[config.mk]
export PLATFORM = sky130hd
export DESIGN_NAME = touch_event_generator_top
export DESIGN_NICKNAME = d
export VERILOG_FILES = /design/src/design/evg_pkg.sv /design/src/design/touch_event_generator_top.sv /design/src/design/evg_scale.sv /design/src/design/evg_front.sv /design/src/design/evg_queue.sv /design/src/design/evg_back.sv
export SDC_FILE = /design/constraint.sdc
export NUM_CORES = 1
export LEC_CHECK = 0
export BUFFER_PORTS_ARGS = -buffer_cell sky130_fd_sc_hd__buf_2
export CELL_PAD_IN_SITES_DETAIL_PLACEMENT = 1
export CELL_PAD_IN_SITES_GLOBAL_PLACEMENT = 1
export CORE_AREA = 4 4 242 244
export DETAILED_ROUTE_END_ITERATION = 16
export DIE_AREA = 0 0 246 248
export PLACE_DENSITY = 0.81
export SLEW_MARGIN = 20
export SYNTH_ARGS = -nofsm -noshare
export SYNTH_HDL_FRONTEND = slang
export SYNTH_SLANG_ARGS = --single-unit
[constraint.sdc]
create_clock -name clock -period 7.2 [get_ports clock]
set_input_delay 0.36 -clock clock [delete_from_list [all_inputs] [get_ports clock]]
set_output_delay 0.36 -clock clock [all_outputs]
set_load 0.05 [all_outputs]
[src/design/evg_pkg.sv]
// Package for the touch event generator: payload structs, event kinds,
// width constants and the gesture mapping. No dependencies.
`timescale 1ns / 1ps

package evg_pkg;

   localparam int SENSOR_W = 12;           // sensor coordinate width
   localparam int DIM_W = 12;              // display dimension width
   localparam int PROD_W = SENSOR_W + DIM_W;
   localparam int POS_W = 16;              // display coordinate width
   localparam int QUEUE_DEPTH = 4;
   localparam int QPTR_W = $clog2(QUEUE_DEPTH);

   localparam int DEF_DISPLAY_WIDTH = 320;
   localparam int DEF_DISPLAY_HEIGHT = 172;

   localparam logic [7:0] GEST_SLIDE_UP = 8'd1;
   localparam logic [7:0] GEST_SLIDE_DOWN = 8'd2;
   localparam logic [7:0] GEST_DOUBLE = 8'd11;
   localparam logic [7:0] GEST_LONG = 8'd12;

   typedef enum logic [2:0] {
      KIND_DOWN = 3'd0,
      KIND_MOVE = 3'd1,
      KIND_UP = 3'd2,
      KIND_SWIPE_LEFT = 3'd3,
      KIND_SWIPE_RIGHT = 3'd4,
      KIND_LONG_PRESS = 3'd5,
      KIND_DOUBLE_CLICK = 3'd6,
      KIND_NONE = 3'd7
   } kind_type;

   typedef enum logic [1:0] {
      PH_TOUCH = 2'b01,
      PH_GEST = 2'b10
   } phase_type;

   typedef struct packed {
      logic [7:0] gesture_code;
      logic [7:0] finger_count;
      logic [7:0] sensor_x_high;
      logic [7:0] sensor_x_low;
      logic [7:0] sensor_y_high;
      logic [7:0] sensor_y_low;
   } req_type;

   typedef struct packed {
      logic [2:0] event_kind;
      logic [POS_W-1:0] pos_x;
      logic [POS_W-1:0] pos_y;
      logic last_of_run;
   } rsp_type;

   // One classified report as it waits between the front and back parts.
   typedef struct packed {
      logic touch;
      kind_type gest_kind;
      logic [POS_W-1:0] x;
      logic [POS_W-1:0] y;
   } entry_type;

   function automatic kind_type gesture_kind(input logic [7:0] code);
      kind_type k;
      case (code)
         GEST_SLIDE_UP: k = KIND_SWIPE_LEFT;
         GEST_SLIDE_DOWN: k = KIND_SWIPE_RIGHT;
         GEST_LONG: k = KIND_LONG_PRESS;
         GEST_DOUBLE: k = KIND_DOUBLE_CLICK;
         default: k = KIND_NONE;
      endcase
      return k;
   endfunction

endpackage

[src/design/touch_event_generator_top.sv]
// Touch event generator top level: front scaler pipeline, report queue and
// event back end. Uses evg_pkg, evg_front, evg_queue and evg_back.
//
//   Channel   Ports                              Moves
//   req       req_valid, req_stall, req_data     one touch report per item
//   rsp       rsp_valid, rsp_stall, rsp_data     one touch or gesture event per item
//
// A report is taken every cycle while the queue has room; the front scaler has
// three register stages, followed by the queue and the back end's output register.
// While rsp is not stalled the back end gives one event per cycle; a report with
// both a touch and a gesture event holds the queue head until both are sent.
// Reset is synchronous and empties the pipeline, the queue and the output register.
// Stalls on rsp back up through the queue into req_stall.
`timescale 1ns / 1ps

module touch_event_generator_top
   import evg_pkg::*;
#(
   parameter int DISPLAY_WIDTH = DEF_DISPLAY_WIDTH,
   parameter int DISPLAY_HEIGHT = DEF_DISPLAY_HEIGHT
) (
   input logic clock,
   input logic reset,
   input logic req_valid,
   output logic req_stall,
   input req_type req_data,
   output logic rsp_valid,
   input logic rsp_stall,
   output rsp_type rsp_data
);

   logic push, pop, q_full, q_valid;
   entry_type push_data, head;

   evg_front #(
      .DISPLAY_WIDTH(DISPLAY_WIDTH),
      .DISPLAY_HEIGHT(DISPLAY_HEIGHT)
   ) u_front (
      .clock(clock),
      .reset(reset),
      .req_valid(req_valid),
      .req_stall(req_stall),
      .req_data(req_data),
      .push(push),
      .push_data(push_data),
      .q_full(q_full)
   );

   evg_queue u_queue (
      .clock(clock),
      .reset(reset),
      .push(push),
      .push_data(push_data),
      .pop(pop),
      .head(head),
      .not_empty(q_valid),
      .full(q_full)
   );

   evg_back u_back (
      .clock(clock),
      .reset(reset),
      .head(head),
      .q_valid(q_valid),
      .pop(pop),
      .rsp_valid(rsp_valid),
      .rsp_stall(rsp_stall),
      .rsp_data(rsp_data)
   );

endmodule

[src/design/evg_scale.sv]
// One axis of the coordinate scaler: v * MUL / DIV, truncated to 16 bits.
// Uses evg_pkg. The division is a multiply by a fixed reciprocal plus one correction.
`timescale 1ns / 1ps

module evg_scale
   import evg_pkg::*;
#(
   parameter int MUL = DEF_DISPLAY_WIDTH,
   parameter int DIV = DEF_DISPLAY_HEIGHT
) (
   input logic clock,
   input logic [2:0] en,
   input logic [SENSOR_W-1:0] v,
   output logic [POS_W-1:0] q
);

   localparam int RECIP_W = PROD_W + 1;
   localparam int WIDE_W = PROD_W + RECIP_W;
   localparam bit DIV_ZERO = (DIV == 0);
   localparam longint unsigned RECIP_L = DIV_ZERO ? 0 : ((64'd1 << PROD_W) / DIV);
   localparam logic [RECIP_W-1:0] RECIP = RECIP_W'(RECIP_L);
   localparam logic [DIM_W-1:0] MUL_C = DIM_W'(MUL);
   localparam logic [PROD_W-1:0] DIV_C = PROD_W'(DIV);

   logic [PROD_W-1:0] na_ff, na_in;
   logic [PROD_W-1:0] nb_ff;
   logic [WIDE_W-1:0] p_ff, p_in;
   logic [PROD_W-1:0] nc_ff, qc_ff, m_ff, m_in;
   logic [PROD_W-1:0] q_est, r, q_fin;

   // The reciprocal is rounded down, so the estimate is low by at most one.
   assign na_in = PROD_W'(v) * PROD_W'(MUL_C);
   assign p_in = WIDE_W'(na_ff) * WIDE_W'(RECIP);
   assign q_est = p_ff[PROD_W +: PROD_W];
   assign m_in = q_est * DIV_C;

   always_ff @(posedge clock) begin
      if (en[0]) begin
         na_ff <= na_in;
      end
      if (en[1]) begin
         nb_ff <= na_ff;
         p_ff <= p_in;
      end
      if (en[2]) begin
         nc_ff <= nb_ff;
         qc_ff <= q_est;
         m_ff <= m_in;
      end
   end

   // The product p_ff is taken from the same stage-one value that moves into nb_ff.
   assign r = nc_ff - m_ff;
   assign q_fin = qc_ff + PROD_W'(r >= DIV_C);
   assign q = DIV_ZERO ? '0 : q_fin[POS_W-1:0];

endmodule

[src/design/evg_front.sv]
// Front part: accepts reports, classifies them and scales both axes in a
// three-stage pipeline. Uses evg_pkg and evg_scale.
`timescale 1ns / 1ps

module evg_front
   import evg_pkg::*;
#(
   parameter int DISPLAY_WIDTH = DEF_DISPLAY_WIDTH,
   parameter int DISPLAY_HEIGHT = DEF_DISPLAY_HEIGHT
) (
   input logic clock,
   input logic reset,
   input logic req_valid,
   output logic req_stall,
   input req_type req_data,
   output logic push,
   output entry_type push_data,
   input logic q_full
);

   logic [2:0] vld_ff, vld_in;
   logic [2:0] en;
   logic [2:0] touch_ff;
   kind_type gk_ff [3];
   logic [SENSOR_W-1:0] tx, ty;
   logic [POS_W-1:0] sx, sy;

   assign tx = {req_data.sensor_x_high[3:0], req_data.sensor_x_low};
   assign ty = {req_data.sensor_y_high[3:0], req_data.sensor_y_low};

   // A stage takes new data when it is empty or its contents move on.
   assign en[2] = !vld_ff[2] || !q_full;
   assign en[1] = !vld_ff[1] || en[2];
   assign en[0] = !vld_ff[0] || en[1];
   assign req_stall = !en[0];

   assign vld_in[0] = en[0] ? req_valid : vld_ff[0];
   assign vld_in[1] = en[1] ? vld_ff[0] : vld_ff[1];
   assign vld_in[2] = en[2] ? vld_ff[1] : vld_ff[2];

   always_ff @(posedge clock) begin
      if (reset) begin
         vld_ff <= '0;
      end else begin
         vld_ff <= vld_in;
      end
   end

   always_ff @(posedge clock) begin
      if (en[0]) begin
         touch_ff[0] <= (req_data.finger_count != 8'd0);
         gk_ff[0] <= gesture_kind(req_data.gesture_code);
      end
      if (en[1]) begin
         touch_ff[1] <= touch_ff[0];
         gk_ff[1] <= gk_ff[0];
      end
      if (en[2]) begin
         touch_ff[2] <= touch_ff[1];
         gk_ff[2] <= gk_ff[1];
      end
   end

   // The axes swap: display X comes from sensor Y and the other way round.
   evg_scale #(
      .MUL(DISPLAY_WIDTH),
      .DIV(DISPLAY_HEIGHT)
   ) u_scale_x (
      .clock(clock),
      .en(en),
      .v(ty),
      .q(sx)
   );

   evg_scale #(
      .MUL(DISPLAY_HEIGHT),
      .DIV(DISPLAY_WIDTH)
   ) u_scale_y (
      .clock(clock),
      .en(en),
      .v(tx),
      .q(sy)
   );

   assign push = vld_ff[2] && !q_full;
   assign push_data.touch = touch_ff[2];
   assign push_data.gest_kind = gk_ff[2];
   assign push_data.x = sx;
   assign push_data.y = sy;

endmodule

[src/design/evg_queue.sv]
// Short queue of classified reports between the front and back parts.
// Uses evg_pkg.
`timescale 1ns / 1ps

module evg_queue
   import evg_pkg::*;
(
   input logic clock,
   input logic reset,
   input logic push,
   input entry_type push_data,
   input logic pop,
   output entry_type head,
   output logic not_empty,
   output logic full
);

   entry_type slot_ff [QUEUE_DEPTH];
   logic [QPTR_W-1:0] wr_ff, wr_in, rd_ff, rd_in;
   logic [QPTR_W:0] cnt_ff, cnt_in;

   assign not_empty = (cnt_ff != '0);
   assign full = (cnt_ff == (QPTR_W + 1)'(QUEUE_DEPTH));
   assign head = slot_ff[rd_ff];

   assign wr_in = push ? wr_ff + 1'b1 : wr_ff;
   assign rd_in = pop ? rd_ff + 1'b1 : rd_ff;
   assign cnt_in = cnt_ff + (QPTR_W + 1)'(push) - (QPTR_W + 1)'(pop);

   always_ff @(posedge clock) begin
      if (reset) begin
         wr_ff <= '0;
         rd_ff <= '0;
         cnt_ff <= '0;
      end else begin
         wr_ff <= wr_in;
         rd_ff <= rd_in;
         cnt_ff <= cnt_in;
      end
   end

   always_ff @(posedge clock) begin
      if (push) begin
         slot_ff[wr_ff] <= push_data;
      end
   end

endmodule

[src/design/evg_back.sv]
// Back part: tracks press state and last position, turns each queued report
// into up to two events and holds them in the output register. Uses evg_pkg.
`timescale 1ns / 1ps

module evg_back
   import evg_pkg::*;
(
   input logic clock,
   input logic reset,
   input entry_type head,
   input logic q_valid,
   output logic pop,
   output logic rsp_valid,
   input logic rsp_stall,
   output rsp_type rsp_data
);

   logic pressed_ff, pressed_in;
   logic [POS_W-1:0] last_x_ff, last_x_in, last_y_ff, last_y_in;
   phase_type phase_ff, phase_in;
   logic rsp_valid_ff, rsp_valid_in;
   rsp_type rsp_data_ff, rsp_data_in;
   logic out_free, go, has_gest, touch_hit;
   kind_type touch_kind;
   rsp_type touch_rsp, gest_rsp;

   assign out_free = !rsp_valid_ff || !rsp_stall;
   assign go = q_valid && out_free;
   assign has_gest = (head.gest_kind != KIND_NONE);

   // Contact gives DOWN or, if the position moved, MOVE; release gives UP once.
   assign touch_hit = head.touch ?
      (!pressed_ff || head.x != last_x_ff || head.y != last_y_ff) : pressed_ff;
   assign touch_kind = head.touch ? (pressed_ff ? KIND_MOVE : KIND_DOWN) : KIND_UP;

   assign touch_rsp.event_kind = touch_kind;
   assign touch_rsp.pos_x = head.touch ? head.x : last_x_ff;
   assign touch_rsp.pos_y = head.touch ? head.y : last_y_ff;
   assign touch_rsp.last_of_run = !has_gest;

   assign gest_rsp.event_kind = head.gest_kind;
   assign gest_rsp.pos_x = '0;
   assign gest_rsp.pos_y = '0;
   assign gest_rsp.last_of_run = 1'b1;

   always_comb begin
      pressed_in = pressed_ff;
      last_x_in = last_x_ff;
      last_y_in = last_y_ff;
      phase_in = phase_ff;
      rsp_valid_in = out_free ? 1'b0 : rsp_valid_ff;
      rsp_data_in = rsp_data_ff;
      pop = 1'b0;
      if (go) begin
         case (phase_ff)
            PH_TOUCH: begin
               pressed_in = head.touch;
               if (head.touch) begin
                  last_x_in = head.x;
                  last_y_in = head.y;
               end
               if (touch_hit) begin
                  rsp_valid_in = 1'b1;
                  rsp_data_in = touch_rsp;
                  if (has_gest) begin
                     phase_in = PH_GEST;
                  end else begin
                     pop = 1'b1;
                  end
               end else begin
                  pop = 1'b1;
                  if (has_gest) begin
                     rsp_valid_in = 1'b1;
                     rsp_data_in = gest_rsp;
                  end
               end
            end
            PH_GEST: begin
               rsp_valid_in = 1'b1;
               rsp_data_in = gest_rsp;
               pop = 1'b1;
               phase_in = PH_TOUCH;
            end
            default: begin
               phase_in = PH_TOUCH;
            end
         endcase
      end
   end

   always_ff @(posedge clock) begin
      if (reset) begin
         pressed_ff <= 1'b0;
         last_x_ff <= '0;
         last_y_ff <= '0;
         phase_ff <= PH_TOUCH;
         rsp_valid_ff <= 1'b0;
      end else begin
         pressed_ff <= pressed_in;
         last_x_ff <= last_x_in;
         last_y_ff <= last_y_in;
         phase_ff <= phase_in;
         rsp_valid_ff <= rsp_valid_in;
      end
   end

   always_ff @(posedge clock) begin
      rsp_data_ff <= rsp_data_in;
   end

   assign rsp_valid = rsp_valid_ff;
   assign rsp_data = rsp_data_ff;

endmodule

; Word level (Yosys, flattened, before mapping)
; Memories as Yosys holds them, arrays and structs flattened. A register that Yosys moved wholly into a read port is not among the register bits.
; Index checks and enable logic that the tools add are counted.
[word_totals]
regBits = 322
mem_bits_rw = 149
input_bits = 52
out_inout_bits = 38
word_cells = 116
mem_count = 2
[classes]
n_addsub = 8
multipliers = 6
order_cmp = 2
n_eq_ne = 13
muxes = 32
n_reduce_logical = 23
[mem_list]
columns = memory, depth, word_bits, read_ports, rd_ports_with_merged_regs, wr, line_no
row1 = u_queue.slot_ff, 4, 35, 1, 1, 1, evg_queue.sv:18  ; entry_type slot_ff [QUEUE_DEPTH];
row2 = u_front.gk_ff, 3, 3, 3, 0, 3, evg_front.sv:24  ; kind_type gk_ff [3];
[ops]
columns = cell, n
row1 = 2-to-1 mux 36 bit, 2
row2 = one-hot mux 36 bit (2 select lines), 1
row3 = "multiplier 15 x 17 -> 32 bit, second input constant", 1
row4 = "multiplier 18 x 14 -> 32 bit, second input constant", 1
row5 = 2-to-1 mux 16 bit, 2
row6 = != test 16 bit, 2
row7 = ">= comparator 24 x 8 -> 1 bit, second input constant", 1
row8 = ">= comparator 24 x 9 -> 1 bit, second input constant", 1
row9 = subtractor 20 x 24 -> 24 bit, 1
row10 = subtractor 21 x 24 -> 24 bit, 1
row11 = "multiplier 14 x 6 -> 20 bit, second input constant", 1
row12 = "multiplier 12 x 6 -> 18 bit, second input constant", 1
row13 = "multiplier 16 x 3 -> 18 bit, second input constant", 1
row14 = 2-to-1 mux 1 bit, 17
row15 = adder 16 x 1 -> 16 bit, 1
row16 = "== test 8 x 4 -> 1 bit, second input constant", 2
row17 = adder 14 x 1 -> 15 bit, 1
row18 = "multiplier 12 x 3 -> 15 bit, second input constant", 1
row19 = one-hot mux 3 bit (4 select lines), 1
row20 = 2-to-1 mux 2 bit, 5
row21 = logical NOT 1 bit, 9
row22 = "== test 8 x 1 -> 1 bit, second input constant", 1
row23 = "== test 8 x 2 -> 1 bit, second input constant", 1
row24 = nonzero test 8 bit, 1
row25 = 17 further kinds, 28

; Longest topological paths before layout
[depth]
depth_word = 9
mapped_depth = 22
ltp_nobuf = 22

; Modules after synthesis
; A second synthesis with hierarchy kept.
[hier_totals]
cells_unflattened = 2399
hier_area_um2 = 29391.9
[by_module_without_submodules]
columns = mod, n_inst, cells_each, area_each_um2, seq_area_each_um2
row1 = evg_scale (u_front.u_scale_x), 1, 899, 9942.0, 2762.6
row2 = evg_scale (u_front.u_scale_y), 1, 901, 9833.2, 2492.4
row3 = evg_queue, 1, 230, 5689.2, 4504.3
row4 = evg_back, 1, 327, 3324.4, 1801.7
row5 = evg_front, 1, 42, 603.1, 420.4

; Least setup slack after synthesis
; Ideal clock, no wire load.
[synth_timing]
kind = register -> register
startpoint = reg u_front.u_scale_y.na_ff[10]
endpoint = reg u_front.u_scale_y.p_ff[35], data pin
setup_time_ps = 260
t_arrival_ps = 5302
required_time_ps = 6940
setup_slack_ps = 1638
path_stages_with_launch = 21
path_buffers = 0
period_less_slack_ps = 5562
path_cell_list = edfxtp_1 -> ha_1 -> fa_1 -> fa_1 -> inv_1 -> fa_1 -> inv_1 -> fa_1 -> inv_1 -> fa_1 -> inv_1 -> ha_1 -> nor4_1 -> nand2_1 -> o22ai_1 -> a21o_1 -> o31ai_1 -> a221o_1 -> a211o_1 -> a21oi_1 -> xnor2_1
[synth_between]
elab_chain_len = 1
[synth_lines]
columns = item, line_no
row1 = "start, declared", evg_scale.sv:25  ; logic [PROD_W-1:0] na_ff, na_in;
row2 = "start signal, assigned", evg_scale.sv:39  ; na_ff <= na_in;
row3 = multiplier 18 x 14 -> 32 bit, evg_scale.sv:33  ; assign p_in = WIDE_W'(na_ff) * WIDE_W'(RECIP);
row4 = via u_front.u_scale_y.p_in[35], evg_scale.sv:27  ; logic [WIDE_W-1:0] p_ff, p_in;
row5 = "end signal, assigned", evg_scale.sv:43  ; p_ff <= p_in;
row6 = "end, declared", evg_scale.sv:27
; The timed path passes the listed nets, and every way through them passes these cells.
; A chain may end at the register's enable or synchronous reset.

; Worst setup path in the final report
[layout_timing]
startpoint = reg u_front.u_scale_x.na_ff[10]
endpoint = reg u_front.u_scale_x.p_ff[37], data pin
[layout_between]
elab_chain_len = 1
[layout_lines]
columns = item, line_no
row1 = "start, declared", evg_scale.sv:25
row2 = "start signal, assigned", evg_scale.sv:39
row3 = multiplier 15 x 17 -> 32 bit, evg_scale.sv:33
row4 = via u_front.u_scale_x.p_in[37], evg_scale.sv:27
row5 = "end signal, assigned", evg_scale.sv:43
row6 = "end, declared", evg_scale.sv:27
; The timed path passes the listed nets, and every way through them passes these cells.

==> impl_metrics.env <==
export IMPL_crit_fanout=7
export IMPL_clk_path_buf_depth=3
export IMPL_synth_area_mm2=0.02792
export IMPL_ys_top_cells_by_area="edfxtp_1 38%, ha_1 19%, fa_1 13%"
export IMPL_coreArea_mm2=0.05628
export IMPL_maxCapViolations=0
export IMPL_top_level_ports=90
export IMPL_fmax_mhz=158.2
export IMPL_track_usage_pct=20.77
export IMPL_hpwl_mm=47.89
export IMPL_path_class="register to register"
export IMPL_period_needed_ns=6.319
export IMPL_critPathLaunchType="register"
export IMPL_fin_skew_ns=0.04129
export IMPL_async_flop_share_pct=0
export IMPL_crit_chain="fa_1 -> inv_1 -> fa_1 -> inv_1 -> ha_1 -> fa_1 -> fa_1 -> inv_1 -> fa_1 -> inv_1 -> ha_1 -> a211o_1 -> a21oi_1 -> o21a_1 -> o31ai_1 -> a21oi_1 -> o21ai_0 -> o41ai_1 -> xnor2_1"
export IMPL_post_place_ws_ns=0.9533
export IMPL_wl_per_cell_um=19.25
export IMPL_worstMarginPinSlew_ns=1.001
export IMPL_cpMostUsedCell="fa_1"
export IMPL_avgSynthCellArea_um2=12.31
export IMPL_slew_viol_final=0
export IMPL_drive_above_1_share_pct=9.155
export IMPL_yosysUniqueCellTypes=66
export IMPL_vias=17066
export IMPL_ys_flop_type="edfxtp_1"
export IMPL_grt_max_degree=60
export IMPL_status="finished clean"
export IMPL_netlist_instances=2267
export IMPL_yosysTopAreaCell="edfxtp_1"
export IMPL_routabilityCongestion=0.8430
export IMPL_synth_edf_count=351
export IMPL_drtAntennaViolNets=0
export IMPL_grt_pass1_vias=19720
export IMPL_cts_root_buffer="clkbuf_16"
export IMPL_timing_final_hold_violations=0
export IMPL_rsz0062_at_grt="no"
export IMPL_worst_slack_ns=0.8806
export IMPL_cts_buffers=45
export IMPL_insertion_delay_ns=0.61
export IMPL_h_tree_depth=2
export IMPL_crit_family="adder cells"
export IMPL_fp_dieH_um=248
export IMPL_cp_end_kind="register"
export IMPL_post_route_period_util_pct=87.77
export IMPL_setup_violations=0
export IMPL_dr_first_iter_drc_count=637
export IMPL_num_rows=87
export IMPL_die_area_mm2=0.06101
export IMPL_crit_buf_inv=4
export IMPL_arrival_ns=6.64
export IMPL_yosysSeqAreaShare_pct=41.20
export IMPL_diodes=0
export IMPL_totalWireLength_mm=61.23
export IMPL_antenna_found_initial=0
export IMPL_cp_slowest_cell="fa_1"
export IMPL_clk_pin_slew_ns=0.06
export IMPL_firstDrtPassIters=5
export IMPL_ff_latch_area_mm2=0.01150
export IMPL_synth_nets=2940
export IMPL_synth_top_cell_area_share_pct=37.75
export IMPL_post_route_drc_count=0
export IMPL_tritoncts="yes"
export IMPL_portBuffers=81
export IMPL_area_delta_synth_final_pct=10.80
export IMPL_vias_per_cell=5.365
export IMPL_ys_warnings_count=0
export IMPL_multi_input_area_mm2=0.01478
export IMPL_n_fill_cell=5791
export IMPL_clock_sinks=399
export IMPL_overflow=0
export IMPL_fp_dieW_um=246
export IMPL_grt_pass1_wl_mm=101.4
export IMPL_ys_ff_latch=399
export IMPL_critPathRequiredTime_ns=7.52
export IMPL_slew_headroom_pct=33.11
export IMPL_critical_path_max_stage_delay_ns=0.66
export IMPL_hold_path_class="primary input to register"
export IMPL_nNetsFinal=3061
export IMPL_timing_setup_tns_ns=0
export IMPL_start_util_pct=49.61
## synth_stat cells, types with 4 or more instances
library cell	instances
a211o_1	6
a211oi_1	5
a21o_1	26
a21oi_1	100
a31oi_1	13
and2_1	18
and3_1	12
clkbuf_1	18
dfxtp_1	48
edfxtp_1	351
fa_1	186
ha_1	435
inv_1	410
mux2i_1	31
mux4_2	32
nand2_1	104
nand2b_1	10
nand3_1	37
nand4_1	18
nor2_1	91
nor2b_1	11
nor3_1	17
nor3b_1	6
nor4_1	8
o211ai_1	7
o21a_1	15
o21ai_0	28
o21bai_1	17
o22ai_1	7
or2_2	8
or4_1	4
xnor2_1	102
xor2_1	33
## placed cells by master (no fill, tap or decap), types with 5 or more instances in the layout
| master | count |
|---|---|
| clkbuf_16 | 45 |
| a21o_1 | 26 |
| nor3b_1 | 6 |
| a21oi_1 | 99 |
| xnor2_1 | 102 |
| mux4_2 | 32 |
| clkinv_1 | 6 |
| inv_1 | 409 |
| ha_1 | 435 |
| mux2i_1 | 31 |
| nand2_1 | 103 |
| nand2b_1 | 10 |
| nand4_1 | 18 |
| nor2b_1 | 11 |
| and3_1 | 11 |
| or2_2 | 8 |
| clkbuf_1 | 5 |
| clkinvlp_4 | 6 |
| dlygate4sd3_1 | 7 |
| clkinv_2 | 5 |
| dfxtp_1 | 47 |
| nor2_1 | 91 |
| nor4_1 | 8 |
| o211ai_1 | 7 |
| o21ai_0 | 28 |
| edfxtp_1 | 351 |
| a211o_1 | 6 |
| buf_4 | 11 |
| xor2_1 | 33 |
| o21a_1 | 15 |
| buf_2 | 81 |
| nand3_1 | 35 |
| o21bai_1 | 17 |
| and2_1 | 18 |
| nor3_1 | 17 |
| bufinv_16 | 7 |
| a31oi_1 | 13 |
| a211oi_1 | 5 |
| o22ai_1 | 7 |
| fa_1 | 186 |
## kinds of logic (layout without fill, tap and decap cells)
family / count (synthesis) / in the layout / share of synthesized area, %
buffers and inverters: 435 / 593 / 5.943
AO/OA/AOI/OAI: 257 / 257 / 5.889
multiplexers: 64 / 64 / 3.733
XOR/XNOR: 135 / 135 / 4.235
flip-flops: 399 / 399 / 41.20
AND/OR/NAND/NOR: 356 / 356 / 6.171
adder cells (fa/ha/maj): 621 / 621 / 32.83
## stage by stage
| step | util, % | instance area [µm²] | instances | hold slack, ns |
|---|---|---|---|---|
| after floorplan | - | 27920 | 2267 | 0.4003 |
| final | 54.96 | 30930 | 3181 | 0.07274 |
| after global routing | 54.96 | 30930 | 3181 | 0.06740 |
| after global placement | 51.98 | 29250 | 3090 | 0.4016 |
| after CTS | 54.95 | 30930 | 3181 | 0.04128 |
| after detailed placement | 51.98 | 29250 | 3090 | 0.4063 |
## metal layers
layer,GRT usage (%),wire (µm)
met1,24.77,25210
met5,0,0
met3,2.442,1728
met4,6.040,1481
met2,39.45,32800
## registers in the layout (all words and copies together) (netlist names), 3 cells and up, named ones only
register                 flops
u_front.u_scale_x.p_ff      14
u_back.last_x_ff            16
u_queue.slot_ff            128
u_back.rsp_data             36
u_front.u_scale_y.nb_ff     14
u_front.u_scale_y.p_ff      12
u_front.u_scale_y.nc_ff     14
u_front.u_scale_y.na_ff     18
u_front.gk_ff                9
u_front.u_scale_x.nc_ff     15
u_front.u_scale_y.qc_ff     10
u_back.last_y_ff            16
u_front.u_scale_x.na_ff     15
u_front.u_scale_x.m_ff      19
u_front.u_scale_x.qc_ff     14
u_front.u_scale_x.nb_ff     15
u_front.u_scale_y.m_ff      15
u_front.touch_ff             3
u_front.vld_ff               3
u_queue.cnt_ff               3
## final timing paths
check | startpoint | endpoint | slack [ns] | cells past startpoint
max | u_front.u_scale_x.na_ff[10] | u_front.u_scale_x.p_ff[37] | 0.88 | 19
min | req_data[41] | u_front.gk_ff[0][0] | 0.07 | 2
min reg2reg | u_front.gk_ff[0][3] | u_front.gk_ff[0][6] | 0.42 | 0
max reg2reg | u_front.u_scale_x.na_ff[10] | u_front.u_scale_x.p_ff[37] | 0.88 | 19
## worst reg2reg max path, delay by kind of cell, from the launching register on
family | cells | cell delay [ns]
buf+inv | 4 | 0.26
xor+xnor | 1 | 0.14
compound gates | 7 | 1.78
flops | 1 | 0.58
fa+ha+maj | 7 | 3.30
## final cells by class
| cell class | count | share of cell area [%] |
|---|---|---|
| Clock buffer | 52 | 3.790 |
| Clock inverter | 32 | 1.391 |
| Inverter | 410 | 4.979 |
| Multi-Input combinational cell | 1433 | 47.79 |
| Sequential cell | 399 | 37.19 |
| Tap cell | 756 | 3.058 |
| Timing Repair Buffer | 99 | 1.804 |
## what timing repair did
item,CTS,global route
gates resized for setup,0,0
setup buffers,0,0
hold buffers,7,0
endpoints found under the hold margin,5,0
Power is not shown: default switching activity piles up to over one toggle a cycle in this logic, so the estimate is an artifact.
